**config.mk**
```make
export PLATFORM = sky130hd
export DESIGN_NAME = sgrf_cmd_q
export DESIGN_NICKNAME = d
export VERILOG_FILES = /design/src/rtl/core/sgrf_cmd_q.sv
export SDC_FILE = /design/constraint.sdc
export NUM_CORES = 1
export LEC_CHECK = 0
export ABC_AREA = 1
export BUFFER_PORTS_ARGS = -buffer_cell sky130_fd_sc_hd__buf_2
export CORE_UTILIZATION = 42
export CTS_BUF_LIST = sky130_fd_sc_hd__clkbuf_8
export DETAILED_ROUTE_END_ITERATION = 10
export PLACE_DENSITY_LB_ADDON = 0.25
export REMOVE_ABC_BUFFERS = 1
export SLEW_MARGIN = 15
export SYNTH_ARGS = -nofsm -noshare
export SYNTH_HDL_FRONTEND = slang
export SYNTH_SLANG_ARGS = --single-unit
```
**constraint.sdc**
```tcl
create_clock -name aclk -period 1.8 [get_ports aclk]
set_input_delay 0.09 -clock aclk [delete_from_list [all_inputs] [get_ports aclk]]
set_output_delay 0.09 -clock aclk [all_outputs]
set_load 0.005 [all_outputs]
```
**src/rtl/core/sgrf_cmd_q.sv**
```systemverilog
// ----------------------------------------------------------------------------
// sgrf_cmd_q - command queue between front and back end
// Small register FIFO, head visible combinationally.
// ----------------------------------------------------------------------------
module sgrf_cmd_q #(
    parameter  int WIDTH = 32,
    parameter  int QD    = 4,
    localparam int PW    = (QD > 1) ? $clog2(QD) : 1,
    localparam int NW    = $clog2(QD + 1)
) (
    input  logic             aclk,
    input  logic             aresetn,
    input  logic             wr_en,
    input  logic [WIDTH-1:0] wr_data,
    input  logic             rd_en,
    output logic [WIDTH-1:0] rd_data,
    output logic             full,
    output logic             empty
);
    logic [WIDTH-1:0] slot_reg [QD];
    logic [PW-1:0]    wptr_reg, rptr_reg;
    logic [NW-1:0]    num_reg;

    assign full    = (num_reg == NW'(QD));
    assign empty   = (num_reg == '0);
    assign rd_data = slot_reg[rptr_reg];

    always_ff @(posedge aclk) begin
        if (wr_en) begin
            slot_reg[wptr_reg] <= wr_data;
        end
    end

    always_ff @(posedge aclk) begin
        if (!aresetn) begin
            wptr_reg <= '0;
            rptr_reg <= '0;
            num_reg  <= '0;
        end else begin
            if (wr_en) begin
                wptr_reg <= (wptr_reg == PW'(QD - 1)) ? '0 : wptr_reg + PW'(1);
            end
            if (rd_en) begin
                rptr_reg <= (rptr_reg == PW'(QD - 1)) ? '0 : rptr_reg + PW'(1);
            end
            num_reg <= num_reg + NW'(wr_en) - NW'(rd_en);
        end
    end

    a_no_overrun: assert property (@(posedge aclk) disable iff (!aresetn)
        wr_en |-> !full)
        else $error("command queue written while full");

    a_no_underrun: assert property (@(posedge aclk) disable iff (!aresetn)
        rd_en |-> !empty)
        else $error("command queue read while empty");

endmodule

```
## Word level (Yosys, flattened, before mapping)

Memories as Yosys holds them, arrays and structs flattened. A register that Yosys moved wholly into a read port is not among the register bits.
Cells that the tools add are included.
W data, S select, Z words.

| cells by class | value |
|---|---|
| mux-type cells | 6 |
| equality and inequality tests | 3 |
| add/sub/neg operators | 4 |
| reductions and logical operators | 1 |

Operators by type and width:

| kind | count |
|---|---|
| $mux W2 | 4 |
| $add A2 B1 Y2 const B | 2 |
| $eq A2 B2 Y1 const B | 2 |
| $add A3 B1 Y3 | 1 |
| $eq A3 B3 Y1 const B | 1 |
| $logic_not A3 Y1 | 1 |
| $sub A3 B1 Y3 | 1 |
| $mux W1 | 2 |

| word-level totals | value |
|---|---|
| bits in writable memories | 128 |
| input bits | 36 |
| bits in registers | 7 |
| output and inout port bits | 34 |
| memories kept | 1 |

Memory list:

| memory | words | bits a word | rd ports | clocked after memory_dff | wr ports | RTL line | source |
|---|---|---|---|---|---|---|---|
| slot_reg | 4 | 32 | 1 | 1 | 1 | 20 | `logic [WIDTH-1:0] slot_reg [QD];` |

## Depth between registers and ports, before layout

| logic depth | value |
|---|---|
| word-level depth | 4 |
| gate-level depth with buffers | 8 |

## Least setup slack after synthesis

OpenSTA, ideal clock, no wires.

| path | value |
|---|---|
| path type | flip-flop to flip-flop |
| start point | register wptr_reg[0] |
| end point | memory slot_reg[2][0], enable pin |
| data required time | 1.413 ns |
| path slack | 0.196 ns |
| setup time | 0.387 ns |
| cell stages (with the launch flop) | 5 |
| path buffers | 0 |
| arrival | 1.218 ns |
| path through | dfxtp_1 -> inv_1 -> ha_1 -> nand2_1 -> inv_1 |

RTL lines:

| what | RTL line | source |
|---|---|---|
| start: declaration | 21 | `logic [PW-1:0] wptr_reg, rptr_reg;` |
| start signal: assignment | 41 | `wptr_reg <= (wptr_reg == PW'(QD - 1)) ? '0 : wptr_reg + PW'(1);` |
| end: declaration | 20 |  |

Straight into the memory's write port.

==> flow_summary.yaml <==
die:
  die_w_um: 117
  fp.dieArea_um2: 13600
  fp.dieH_um: 117
  fp.coreArea_um2: 12700
  initial_core_util_pct: 43.5
  num_rows: 41
  top_level_ports: 70
cells_and_area:
  multi_input_area_um2: 1020
  largest_reg_flops: 128
  drive_gt1_share_pct: 21.0
  n_fill_cell: 1140
  design_area_um2: 6880
  nNetsFinal: 593
  regArea_um2: 4030
  antenna_cells: 0
  instances_no_fill: 734
  syn_to_final_growth_pct: 24.4
run_status:
  status: "complete, no violations"
global_routing:
  grt_antenna_before_repair: 0
  use_met1_pct: 20.4
  grt_first_pass_wirelength_mm: 15.5
  track_usage_pct: 15.8
  met2_usage_pct: 24.2
  grt.overflow.total: 0
  busiest_layer: "met2"
  use_met3_pct: 5.09
  grt_pass1_vias: 3120
  grt_start_max_net_pins: 60
routing:
  drt-total-wl_mm: 10.1
  drc: 0
  routedWlPerCell_um: 13.8
  drt-initial-drc-count: 175
  antenna_left: 0
  dr_total_vias: 3413
  firstDrtPassIters: 4
  via_per_inst: 4.65
sta:
  maxSlewViolCount: 0
  slew_headroom_pct: 78.6
  fin_setup_tns_ns: 0
  worstMarginPinSlew_ns: 0.321
  max_freq_mhz: 600
  final.period_utilization_pct: 92.5
  rsz0062_at_grt: "false"
  layout_min_cycle_time_ns: 1.67
  finalSetupViolCount: 0
  skew_ns: 0.00739
  final_hold_viol_count: 0
yosys:
  ys.warnings.count: 0
  synthFlopType: "edfxtp_1"
  ys_ff_latch: 137
  seq_area_frac_synth_pct: 72.8
  synth_area_per_cell_um2: 12.8
  synth_cells: 432
  synth.cell_area_um2: 5530
  synth-async-reset-ratio_pct: 0
  synth_edf_count: 128
  synthDistinctLibCells: 18
min_path:
  worstHoldPathType: "input port to register"
  hold_start: "wr_en"
clock_tree:
  cts_made_buffers: 17
  clock_path_buffers: 2
  cts_tree: "done"
  clock_latency_ns: 0.43
  root_buffer: "clkbuf_8"
  clkTransAtPathRegs_ns: 0.07
  cts.sink_count: 137
  htree_levels: 4
worst_setup_path:
  crit_slowest_cell: "dfxtp_4"
  r2r_slack_ns: 0.18
  r2r_end: "num_reg[2]"
  required_ns: 1.71
  critPathCaptureType: "primary output"
  crit_path_cell_trace: "buf_12 > clkbuf_16 > o211ai_1 > nand2_1 > buf_2"
  cp-start-kind: "register"
  crit_type: "register to primary output"
  cp_max_fo: 29
  r2r.worst_path.cells: 7
  arrival_ns: 1.58
  max_stage_delay_ns: 0.40
  worstSetupEndpoint: "rd_data[19]"
  timing.rr.start: "num_reg[0]"
power_and_ir_drop:
  vdd_drop_max_mv: 0.413
  p_per_area_nw_per_um2: 982
  static-leakage-power_nw: 2.77
place:
  portBuffers: 69
  placedCellCount: 663
  dp_hpwl_mm: 6.05
  place_congestion: 0.690
  postPlaceCellArea_um2: 6110
flow_run:
  maxCapViolCount: 0
==> power breakdown <==
group	switching (W)	internal [W]
combinational	0.000457	0.000375
clock	0.00108	0.00112
sequential	0.0000638	0.00365
total	0.00160	0.00515
==> cell usage in the layout (no fill, tap or decap), types with 9 or more instances in the layout <==
cell type,n
a21oi_1,35
buf_2,69
edfxtp_1,128
o21ai_0,25
inv_1,79
nand2_1,75
dlygate4sd3_1,34
buf_12,9
clkbuf_8,19
o211ai_1,32
==> area by class of cell <==
cell class	instances	area share, %
Multi-Input combinational cell	194	14.8
Tap cell	172	3.13
Clock buffer	19	3.80
Clock inverter	13	1.29
Inverter	79	4.31
Timing Repair Buffer	120	14.0
Sequential cell	137	58.6
==> cell usage after synthesis (2+ instances only) <==
cell	number	area (um2)
o21ai_0	25	125
edfxtp_1	128	3840
dfxtp_1	9	180
o21ai_1	8	40.0
clkbuf_8	3	41.3
o211ai_1	32	240
buf_6	8	90.1
buf_2	10	50.1
ha_1	7	87.6
inv_1	79	297
nor3_1	2	10.0
a21oi_1	35	175
nor2_1	7	26.3
nand2_1	75	282
==> critical path, delay by kind of cell (launching register included) <==
kind	cells	cell delay, ns
buffers and inverters	3	0.46
AO/OA/AOI/OAI	1	0.18
AND/OR/NAND/NOR	1	0.10
flip-flops	1	0.40
==> cells by family (layout without fill, tap and decap cells) <==
family	after synthesis	after routing	synth area share, %
AOI/OAI and AO/OA	100	100	10.5
xor gates and xnor gates	1	1	0.158
adders and majority gates	8	8	1.95
buffers and inverters	101	231	8.78
DFF	137	137	72.8
and+or+nand+nor	85	85	5.84
==> layer usage <==
metal | vias to the layer above | share of wire, %
met1 | 1608 | 47
met2 | 74 | 47
met4 | 0 | 1.6
li1 | 1714 | -
met5 | - | 0
met3 | 17 | 4.6
==> how the worst min path moves through the flow <==
stage | slack [ns] | endpoint | depth (start not counted)
2_1_floorplan | 0.18 | num_reg[1] | 2
3_3_place_gp | 0.30 | slot_reg[0][11] | 1
3_5_place_dp | 0.31 | slot_reg[1][19] | 1
4_1_cts | 0.002 | wptr_reg[1] | 3
5_1_grt | 0.06 | wptr_reg[1] | 3
6_report | 0.03 | wptr_reg[1] | 3
==> repair_timing <==
item                       4_1_cts  5_1_grt
hold endpoints to repair       137        0
setup endpoints to repair        2        6
hold buffers                    34        0
gates cloned                     0        1
gates resized for setup          0        2
setup buffers                    1        3
==> per-stage QoR <==
step / power, W / setup slack [ns] / util (%) / hold WS, ns
after global routing: 0.00707 / 0.0412 / 54.1 / 0.0619
after detailed placement: 0.00454 / 0.163 / 48.0 / 0.313
after global placement: 0.00451 / 0.287 / 48.0 / 0.303
after floorplan: 0.00415 / -0.923 / - / 0.183
after CTS: 0.00680 / 0.0511 / 53.5 / 0.00198
final: 0.00675 / 0.135 / 54.1 / 0.0311
Power figures use the tool's default switching activity.
