### src/rtl/core/sgrf_pkg.sv
// ----------------------------------------------------------------------------
// sgrf_pkg - shared types and codes for the stereo gain ring FIFO
// Item layouts of the input and result channels, operation and register codes.
// ----------------------------------------------------------------------------
package sgrf_pkg;

    localparam int SAMPLE_W    = 16;
    localparam int FILL_W      = 11;
    localparam int CFG_IDX_W   = 2;
    localparam int CFG_DATA_W  = 16;
    localparam int CMD_Q_DEPTH = 4;

    // operation codes; the last three are reserved and ignored
    typedef enum logic [2:0] {
        OP_PUSH     = 3'd0,
        OP_POP      = 3'd1,
        OP_TICK     = 3'd2,
        OP_START    = 3'd3,
        OP_STOP     = 3'd4,
        OP_UNUSED_5 = 3'd5,
        OP_UNUSED_6 = 3'd6,
        OP_UNUSED_7 = 3'd7
    } op_t;

    // register indexes of the write port
    typedef enum logic [CFG_IDX_W-1:0] {
        REG_GAIN       = 2'd0,
        REG_PAUSED     = 2'd1,
        REG_HOLD_TICKS = 2'd2
    } reg_idx_t;

    typedef struct packed {
        logic [2:0]                 operation;
        logic signed [SAMPLE_W-1:0] left_in;
        logic signed [SAMPLE_W-1:0] right_in;
        logic [6:0]                 block_len;
    } in_item_t;

    typedef struct packed {
        logic                       push_accepted;
        logic                       pop_granted;
        logic signed [SAMPLE_W-1:0] left_out;
        logic signed [SAMPLE_W-1:0] right_out;
        logic                       last;
        logic [FILL_W-1:0]          fill_count;
    } out_item_t;

endpackage

### src/rtl/core/sgrf_front.sv
// ----------------------------------------------------------------------------
// sgrf_front - item decode, gain, FIFO bookkeeping
// Accepts items, scales and writes pushes, grants or refuses pops and
// hands one command per result-producing item to the back end.
// ----------------------------------------------------------------------------
module sgrf_front #(
    parameter  int DEPTH     = 1024,
    parameter  int MAX_BLOCK = 64,
    localparam int AW        = $clog2(DEPTH),
    localparam int CW        = $clog2(DEPTH + 1),
    localparam int BW        = $clog2(MAX_BLOCK + 1),
    localparam int CMD_W     = 2 + CW + BW + AW,
    localparam int WR_W      = 1 + AW + 32
) (
    input  logic                            aclk,
    input  logic                            aresetn,
    input  logic                            s_valid,
    output logic                            s_ready,
    input  sgrf_pkg::in_item_t              s_data,
    input  logic                            cfg_we,
    input  logic [sgrf_pkg::CFG_IDX_W-1:0]  cfg_index,
    input  logic [sgrf_pkg::CFG_DATA_W-1:0] cfg_wdata,
    input  logic                            q_full,
    output logic                            q_wr_en,
    output logic [CMD_W-1:0]                q_wr_data,
    output logic [WR_W-1:0]                 wr_port,
    input  logic                            pop_done
);
    import sgrf_pkg::*;

    localparam logic [7:0]  GAIN_RESET = 8'd64;
    localparam logic [15:0] HOLD_RESET = 16'd1000;

    localparam int CMP_W = (CW > 7) ? CW : 7;
    localparam int OW    = $clog2(CMD_Q_DEPTH + 2);

    typedef struct packed {
        logic          stream;
        logic          acc;
        logic [CW-1:0] fill;
        logic [BW-1:0] n;
        logic [AW-1:0] addr;
    } cmd_t;

    typedef struct packed {
        logic          en;
        logic [AW-1:0] addr;
        logic [31:0]   data;
    } wr_t;

    // floor shift by 6 then clamp to 16 bits
    function automatic logic [SAMPLE_W-1:0] sat16(input logic signed [24:0] p);
        logic signed [18:0] q;
        logic [SAMPLE_W-1:0] r;
        q = p[24:6];
        if (q > 19'sd32767) begin
            r = 16'h7FFF;
        end else if (q < -19'sd32768) begin
            r = 16'h8000;
        end else begin
            r = q[15:0];
        end
        return r;
    endfunction

    logic [7:0]    gain_reg, gain_next;
    logic          paused_reg, paused_next;
    logic [15:0]   hold_ticks_reg, hold_ticks_next;
    logic [15:0]   hold_left_reg, hold_left_next;
    logic          running_reg, running_next;
    logic [AW-1:0] widx_reg, widx_next;
    logic [AW-1:0] ridx_reg, ridx_next;
    logic [CW-1:0] count_reg, count_next;
    logic [OW-1:0] outst_reg, outst_next;

    logic          is_push, is_pop, is_tick, is_start, is_stop;
    logic          enq_op, mod_op, accept, fifo_full, grant;
    logic [CMP_W-1:0] n_ext, cnt_ext;
    logic [AW:0]   rsum;
    logic signed [24:0] prod_l, prod_r;
    cmd_t          cmd;
    wr_t           wr;

    assign is_push  = (s_data.operation == OP_PUSH);
    assign is_pop   = (s_data.operation == OP_POP);
    assign is_tick  = (s_data.operation == OP_TICK);
    assign is_start = (s_data.operation == OP_START);
    assign is_stop  = (s_data.operation == OP_STOP);

    assign enq_op = is_push || is_pop;
    assign mod_op = is_push || is_start || is_stop;

    // writes and flushes wait until granted pops have read their frames
    assign s_ready = !(enq_op && q_full) && !(mod_op && (outst_reg != '0));
    assign accept  = s_valid && s_ready;

    assign fifo_full = (count_reg == CW'(DEPTH));
    assign n_ext     = CMP_W'(s_data.block_len);
    assign cnt_ext   = CMP_W'(count_reg);
    assign grant     = (n_ext != '0) && (n_ext <= CMP_W'(MAX_BLOCK)) &&
                       (cnt_ext >= n_ext) && (hold_left_reg == '0) && !paused_reg;

    assign prod_l = s_data.left_in  * $signed({1'b0, gain_reg});
    assign prod_r = s_data.right_in * $signed({1'b0, gain_reg});

    assign rsum = {1'b0, ridx_reg} + (AW + 1)'(s_data.block_len);

    always_comb begin
        gain_next       = gain_reg;
        paused_next     = paused_reg;
        hold_ticks_next = hold_ticks_reg;
        hold_left_next  = hold_left_reg;
        running_next    = running_reg;
        widx_next       = widx_reg;
        ridx_next       = ridx_reg;
        count_next      = count_reg;
        wr.en           = 1'b0;
        wr.addr         = widx_reg;
        wr.data         = {sat16(prod_l), sat16(prod_r)};

        if (accept) begin
            if (is_push && !fifo_full) begin
                wr.en      = 1'b1;
                widx_next  = (widx_reg == AW'(DEPTH - 1)) ? '0 : widx_reg + AW'(1);
                count_next = count_reg + CW'(1);
            end else if (is_pop && grant) begin
                ridx_next  = (rsum >= (AW + 1)'(DEPTH)) ? AW'(rsum - (AW + 1)'(DEPTH))
                                                        : AW'(rsum);
                count_next = count_reg - CW'(s_data.block_len);
            end else if (is_tick) begin
                if (hold_left_reg != '0) begin
                    hold_left_next = hold_left_reg - 16'd1;
                end
            end else if (is_start) begin
                widx_next      = '0;
                ridx_next      = '0;
                count_next     = '0;
                hold_left_next = hold_ticks_reg;
                paused_next    = 1'b0;
                running_next   = 1'b1;
            end else if (is_stop) begin
                widx_next    = '0;
                ridx_next    = '0;
                count_next   = '0;
                running_next = 1'b0;
            end
        end

        if (cfg_we) begin
            case (cfg_index)
                REG_GAIN:       gain_next       = cfg_wdata[7:0];
                REG_PAUSED:     paused_next     = cfg_wdata[0];
                REG_HOLD_TICKS: hold_ticks_next = cfg_wdata;
                default:        ;
            endcase
        end
    end

    always_comb begin
        cmd.stream = is_pop && grant;
        cmd.acc    = is_push && !fifo_full;
        cmd.fill   = is_push ? count_next : count_reg;
        cmd.n      = BW'(s_data.block_len);
        cmd.addr   = ridx_reg;
    end

    assign q_wr_en   = accept && enq_op;
    assign q_wr_data = cmd;
    assign wr_port   = wr;

    assign outst_next = outst_reg + OW'(q_wr_en && cmd.stream) - OW'(pop_done);

    always_ff @(posedge aclk) begin
        if (!aresetn) begin
            gain_reg       <= GAIN_RESET;
            paused_reg     <= 1'b0;
            hold_ticks_reg <= HOLD_RESET;
            hold_left_reg  <= '0;
            running_reg    <= 1'b0;
            widx_reg       <= '0;
            ridx_reg       <= '0;
            count_reg      <= '0;
            outst_reg      <= '0;
        end else begin
            gain_reg       <= gain_next;
            paused_reg     <= paused_next;
            hold_ticks_reg <= hold_ticks_next;
            hold_left_reg  <= hold_left_next;
            running_reg    <= running_next;
            widx_reg       <= widx_next;
            ridx_reg       <= ridx_next;
            count_reg      <= count_next;
            outst_reg      <= outst_next;
        end
    end

    // a finished pop must have been counted as outstanding
    a_pop_done_counted: assert property (@(posedge aclk) disable iff (!aresetn)
        pop_done |-> (outst_reg != '0))
        else $error("pop completion with no outstanding pop");

endmodule

### config.mk
export PLATFORM = sky130hd
export DESIGN_NAME = sgrf_front
export DESIGN_NICKNAME = d
export VERILOG_FILES = /design/src/rtl/core/sgrf_pkg.sv /design/src/rtl/core/sgrf_front.sv
export SDC_FILE = /design/constraint.sdc
export NUM_CORES = 1
export LEC_CHECK = 0
export BUFFER_PORTS_ARGS = -buffer_cell sky130_fd_sc_hd__buf_4
export CAP_MARGIN = 20
export CORE_MARGIN = 2
export CORE_UTILIZATION = 25
export DETAILED_ROUTE_END_ITERATION = 12
export HOLD_SLACK_MARGIN = 0.05
export PLACE_DENSITY_LB_ADDON = 0.15
export SYNTH_ARGS = -nofsm -noshare
export SYNTH_HDL_FRONTEND = slang
export SYNTH_SLANG_ARGS = --single-unit
### constraint.sdc
create_clock -name aclk -period 9.9 [get_ports aclk]
set_clock_uncertainty 0.15 [all_clocks]
set_input_delay 2.475 -clock aclk [delete_from_list [all_inputs] [get_ports aclk]]
set_output_delay 2.475 -clock aclk [all_outputs]
set_load 0.05 [all_outputs]
* After elaboration in Yosys (flattened, before gate mapping)
Index checks and enable logic that the tools add are counted.
** Word-level totals
- Register bits after elaboration :: 75
- Bits in latches :: 0
- RAM bits :: 0
- Memory bits (read-only) :: 0
- Input bits :: 66
- Output and inout port bits :: 75
- Logic and storage cells :: 103
- Memories :: 0
** Cells by class
- $add $sub $neg :: 8
- $mul :: 2
- Div/mod/pow operators :: 0
- Magnitude comparators :: 7
- Equal/unequal tests :: 12
- Shift-type cells :: 0
- Muxes and demuxes :: 31
- Bitwise operators :: 2
- Reduce and logical (&&, ||, !) cells :: 33
** Operators with widths (number)
- $mux 16 :: 7
- $mux 10 :: 8
- $mux 11 :: 7
- $mul 16x9->25 :: 2
- $gt 19x16->1 const B :: 2
- $lt 19x16->1 const B :: 2
- $logic_not 16->1 :: 1
- $reduce_bool 16->1 :: 1
- $sub 16x1->16 const B :: 1
- $logic_and 1x1->1 :: 12
- $add 10x7->11 :: 1
- $add 11x1->11 const B :: 1
- $eq 11x11->1 const B :: 1
- $ge 11x11->1 const B :: 1
- $ge 11x7->1 :: 1
- $reduce_bool 11->1 :: 1
- $sub 11x7->11 :: 1
- $add 10x1->10 const B :: 1
- $eq 10x10->1 const B :: 1
- $sub 10x1->10 const B :: 1
- $mux 1 :: 9
- $reduce_bool 3->1 :: 3
- $reduce_and 4->1 :: 2
- $le 7x7->1 const B :: 1
- other kinds (17) :: 27

* Logic depth before layout (Yosys ltp)
- Depth in word-level cells :: 11
- Gate-level depth with buffers :: 22
- Depth with buffers taken out :: 19

* Least setup slack after synthesis
No wires, ideal clock.
- Kind :: input port to output port
- From :: input s_data[38] (netlist name)
- To :: output wr_port[21]
- Arrival :: 8.065 ns
- Required time :: 7.275 ns
- Setup slack :: -0.790 ns
- Stages on the path :: 19
- Path buffers :: 1
- Cells stage by stage :: nand2_1 > fa_1 > inv_1 > fa_1 > fa_1 > inv_1 > fa_1 > inv_1 > ha_1 > nand2_1 > nor2_1 > nand3_1 > a311oi_1 > o22ai_1 > o21ai_0 > xor2_1 > o311ai_1 > clkbuf_1 > a21o_1
** On the way
- Cells in the longest elaborated chain, start to end :: 4
- Elaborated cells on any way between the ends :: 5
- Classes of those cells :: 1 x mul; 2 x order compare; 2 x mux
** RTL lines
- start, declared :: RTL line sgrf_front.sv:19 : input sgrf_pkg::in_item_t s_data,
- $mul 16x9->25 (*) :: RTL line sgrf_front.sv:103 : assign prod_l = s_data.left_in * $signed({1'b0, gain_reg});
- $lt 19x16->1 :: RTL line sgrf_front.sv:58 : end else if (q < -19'sd32768) begin
- $mux 16 :: RTL line sgrf_front.sv:58
- $mux 16 (*) :: RTL line sgrf_front.sv:56 : if (q > 19'sd32767) begin
- end, declared :: RTL line sgrf_front.sv:26 : output logic [WR_W-1:0] wr_port,
Every way passes the cells marked *; elsewhere a longest branch is shown, timed or not.

* Worst setup path in the final report
- From :: input s_data[30] (netlist name)
- To :: output wr_port[21]
The elaborated chain is that of the path after synthesis.

==> impl_metrics.xml <==
<?xml version="1.0" encoding="UTF-8"?>
<metrics>
  <group name="clock_network">
    <metric name="clock_path_buffers" unit="">2</metric>
    <metric name="clkSlewWorstSetupHoldPaths" unit="ns">0.06</metric>
    <metric name="cts-buffers-inserted" unit="">9</metric>
    <metric name="clock_insertion_delay_worst_skew" unit="ns">0.35</metric>
    <metric name="cts_tree" unit="">done</metric>
    <metric name="h_tree_levels" unit="">3</metric>
    <metric name="clock_tree.root_cell" unit="">sky130_fd_sc_hd__clkbuf_16</metric>
    <metric name="clock_sink_count" unit="">75</metric>
  </group>
  <group name="logic_synthesis">
    <metric name="synth_cell_type_count" unit="">86</metric>
    <metric name="postSynth.asyncResetShare" unit="">0</metric>
    <metric name="mappedNetlistArea" unit="sq um">14100</metric>
    <metric name="synth_edf_count" unit="">0</metric>
    <metric name="synth-warning-count" unit="">0</metric>
    <metric name="netlist_instances" unit="">1704</metric>
    <metric name="synth_area_per_cell" unit="sq um">8.26</metric>
    <metric name="synth-seq-area-share" unit="">0.107</metric>
    <metric name="synth_nets" unit="">2087</metric>
    <metric name="synth_flop_type" unit="">sky130_fd_sc_hd__dfxtp_1</metric>
    <metric name="ys_ff_latch" unit="">75</metric>
  </group>
  <group name="routing">
    <metric name="detailedRoute.firstIterationViolations" unit="">333</metric>
    <metric name="remaining_drc_errors" unit="">0</metric>
    <metric name="number_of_optimization_iterations_in_the_first_detailed_route_pass" unit="">4</metric>
    <metric name="route.detailed.wl_per_inst" unit="um">14.7</metric>
    <metric name="via_count" unit="">12000</metric>
    <metric name="antenna_left" unit="">0</metric>
    <metric name="drt-vias-per-instance" unit="">4.45</metric>
    <metric name="routed_wirelength" unit="um">39600</metric>
  </group>
  <group name="status">
    <metric name="violated_checks" unit="">negative setup slack</metric>
    <metric name="status" unit="">complete, but fails checks</metric>
  </group>
  <group name="worst_setup_path">
    <metric name="cp.arrival" unit="ns">7.32</metric>
    <metric name="startpoint_type" unit="">primary input</metric>
    <metric name="rrSetupSlack" unit="ns">5.26</metric>
    <metric name="worst_r2r_startpoint" unit="">hold_left_reg[0]</metric>
    <metric name="rr_worst_depth" unit="">18</metric>
    <metric name="cp_slowest_cell" unit="">sky130_fd_sc_hd__fa_1</metric>
    <metric name="timing.critical_path.to_type" unit="">primary output</metric>
    <metric name="peak_fanout_along_the_critical_path" unit="">15</metric>
    <metric name="cp-startpoint" unit="">s_data[30]</metric>
    <metric name="worstSetupPathType" unit="">primary input to primary output</metric>
    <metric name="crit_path_cell_trace" unit="">buf_12 &gt; nand2_4 &gt; fa_1 &gt; inv_1 &gt; fa_1 &gt; inv_1 &gt; fa_1 &gt; inv_2 &gt; fa_1 &gt; ha_4 &gt; and3_4 &gt; nand3_4 &gt; a211o_1 &gt; a311oi_2 &gt; o22ai_2 &gt; buf_4 &gt; o21ai_4 &gt; xor2_4 &gt; o311ai_4 &gt; buf_12 &gt; a21o_4 &gt; buf_6</metric>
    <metric name="setup.worst_path.end" unit="">wr_port[21]</metric>
    <metric name="timing.critical_path.required" unit="ns">7.28</metric>
    <metric name="max_stage_delay" unit="ns">0.54</metric>
    <metric name="cell_repeated_most_along_the_worst_path" unit="">sky130_fd_sc_hd__fa_1</metric>
    <metric name="worstReg2RegEnd" unit="">outst_reg[2]</metric>
  </group>
  <group name="timing">
    <metric name="fin_crit" unit="ns">9.95</metric>
    <metric name="worst_slack" unit="ns">-0.0477</metric>
    <metric name="setup_viol" unit="">29</metric>
    <metric name="achievable-frequency" unit="MHz">101</metric>
    <metric name="min_period_over_period" unit="">1.00</metric>
    <metric name="grt_setup_unrepaired" unit="">yes</metric>
    <metric name="worst_pin_slew" unit="ns">0.982</metric>
    <metric name="finalHoldViolCount" unit="">0</metric>
    <metric name="total_count_of_max_transition_violations_in_the_final_report" unit="">0</metric>
    <metric name="worst_slew_margin_rel" unit="">0.342</metric>
  </group>
  <group name="floorplan">
    <metric name="die-width" unit="um">241</metric>
    <metric name="rows" unit="">86</metric>
    <metric name="die-area" unit="sq um">58200</metric>
    <metric name="initial_core_util" unit="">0.254</metric>
    <metric name="floorplan.io_pins" unit="">141</metric>
    <metric name="placeableCoreArea" unit="sq um">55400</metric>
    <metric name="die_h" unit="um">241</metric>
  </group>
  <group name="global_route">
    <metric name="pin_count_of_the_biggest_net_entering_global_routing" unit="">77</metric>
    <metric name="grt_remaining_overflow" unit="">0</metric>
    <metric name="antenna_found_initial" unit="">2</metric>
    <metric name="vias_in_the_first_global_route" unit="">12600</metric>
    <metric name="first_pass_grt_wire_length" unit="um">65900</metric>
    <metric name="grt_util_all_layers" unit="">0.141</metric>
  </group>
  <group name="placement">
    <metric name="placed_area" unit="sq um">17100</metric>
    <metric name="gp_congestion" unit="">0.789</metric>
    <metric name="port-buffer-count" unit="">140</metric>
    <metric name="detailedPlacementHpwl" unit="um">31600</metric>
  </group>
  <group name="pwr">
    <metric name="p_total" unit="mW">2.37</metric>
    <metric name="total_leakage_power" unit="nW">8.79</metric>
    <metric name="power.ir.vdd_worst" unit="mV">0.139</metric>
    <metric name="power.density_cell_area" unit="nW/um^2">129</metric>
  </group>
  <group name="finish">
    <metric name="layout.nets" unit="">2324</metric>
    <metric name="layout-area-overhead-vs-synth" unit="%">30.3</metric>
    <metric name="antenna_cells_inserted" unit="">0</metric>
    <metric name="drive_gt1_frac" unit="">0.241</metric>
    <metric name="stdcell_area" unit="sq um">18300</metric>
  </group>
  <group name="flow_run">
    <metric name="total_of_max_cap_violations" unit="">0</metric>
  </group>
  <group name="min_path">
    <metric name="hold_class" unit="">flop to flop</metric>
  </group>
</metrics>
[area by class of cell]
type                    count  area, sq um
fillers                  5879        37100
multi-input cells        1251        11800
repair buffers            300         2590
flip-flops and latches     75         1500
inverters                 304         1140
well taps                 748          936
clock buffers              11          243
clock inverters             5         85.1
[stage by stage]
step / TNS [ns] / utilization / std cells / hold slack [ns] / setup slack, ns
after floorplan: 0 / - / 1704 / 0.289 / 0.0135
after global placement: -6.56 / 0.308 / 2661 / 0.306 / -0.259
after detailed placement: -7.93 / 0.308 / 2661 / 0.310 / -0.333
after CTS: -2.58 / 0.326 / 2687 / 0.320 / -0.122
after global routing: -6.88 / 0.331 / 2694 / 0.330 / -0.301
final: -0.751 / 0.331 / 2694 / 0.316 / -0.0477
[synth_stat cells, drive strengths merged (20+ instances only)]
| cell | n | area, sq um |
|---|---|---|
| o21ai | 50 | 258 |
| a21oi | 63 | 319 |
| dfxtp | 75 | 1500 |
| xnor2 | 43 | 377 |
| clkbuf | 60 | 285 |
| ha | 112 | 1400 |
| and2 | 155 | 971 |
| inv | 304 | 1140 |
| fa | 205 | 4100 |
| nor3 | 20 | 100 |
| nand2 | 200 | 753 |
| nor2 | 79 | 297 |
| xor2 | 23 | 201 |
| nand3 | 38 | 190 |
| nor2b | 29 | 181 |
| a21o | 39 | 293 |
[power breakdown]
group	leakage (nW)	internal [mW]	switching, mW
logic	8.03	0.748	0.918
registers	0.608	0.313	0.0162
clock network	0.156	0.229	0.142
total	8.79	1.29	1.08
[how the worst min path moves through the flow]
| stage | start | to | cells after the start |
|---|---|---|---|
| after floorplan | hold_ticks_reg[9] | hold_ticks_reg[9] | 2 |
| after global placement | hold_ticks_reg[1] | hold_ticks_reg[1] | 2 |
| after detailed placement | hold_ticks_reg[4] | hold_ticks_reg[4] | 2 |
| after CTS | hold_ticks_reg[4] | hold_ticks_reg[4] | 2 |
| after global routing | hold_ticks_reg[1] | hold_ticks_reg[1] | 2 |
| final | hold_ticks_reg[4] | hold_ticks_reg[4] | 2 |
[timing repair]
action                     4_1_cts  5_1_grt
pin swaps                       48       56
gates resized for setup        116       48
setup buffers                    9       10
gates cloned                     2        0
setup endpoints to repair       30       31
hold buffers                     0        0
[metal layers]
layer / track usage / share of wire / routed length (um)
met1: 0.188 / 0.47 / 18400
met2: 0.247 / 0.49 / 19400
met3: 0.0179 / 0.035 / 1400
met4: 0.0198 / 0.0070 / 278
met5: 0 / 0.00058 / 23
[worst max-delay path, delay by kind of cell]
family                     cells  cell delay [ns]
and+or+nand+nor                3             0.31
buffers and inverters          7             0.72
adders and majority gates      5             2.31
AOI/OAI and AO/OA              6             1.29
xor gates and xnor gates       1             0.20
[logic make-up (layout without fill, tap and decap cells)]
family / count (synthesis) / count (layout) / synth area share
buf+inv: 378 / 620 / 0.109
simple gates: 586 / 586 / 0.212
xor+xnor: 66 / 66 / 0.0411
compound gates: 273 / 273 / 0.134
fa+ha+maj: 317 / 317 / 0.391
mux: 9 / 9 / 0.00649
flops: 75 / 75 / 0.107
[cells in the final DEF, fill, tap and decap left out, drive strengths merged, types with 6 or more instances in the layout]
master and count:
o21a 7, and3 12, mux2i 8, o31ai 6, nor2 79, nand4 12
o21ai 50, clkbuf 12, a22oi 7, xnor2 43, nand3 38, or3 7
o211ai 7, nor3 20, a21oi 63, fa 205, o221a 11, buf 299
inv 305, a21boi 19, a22o 6, ha 112, dfxtp 75, a21o 39
xor2 23, nand2 200, and2 155, nor2b 29, a31oi 12
No activity file was read; power rests on OpenSTA's default activity.
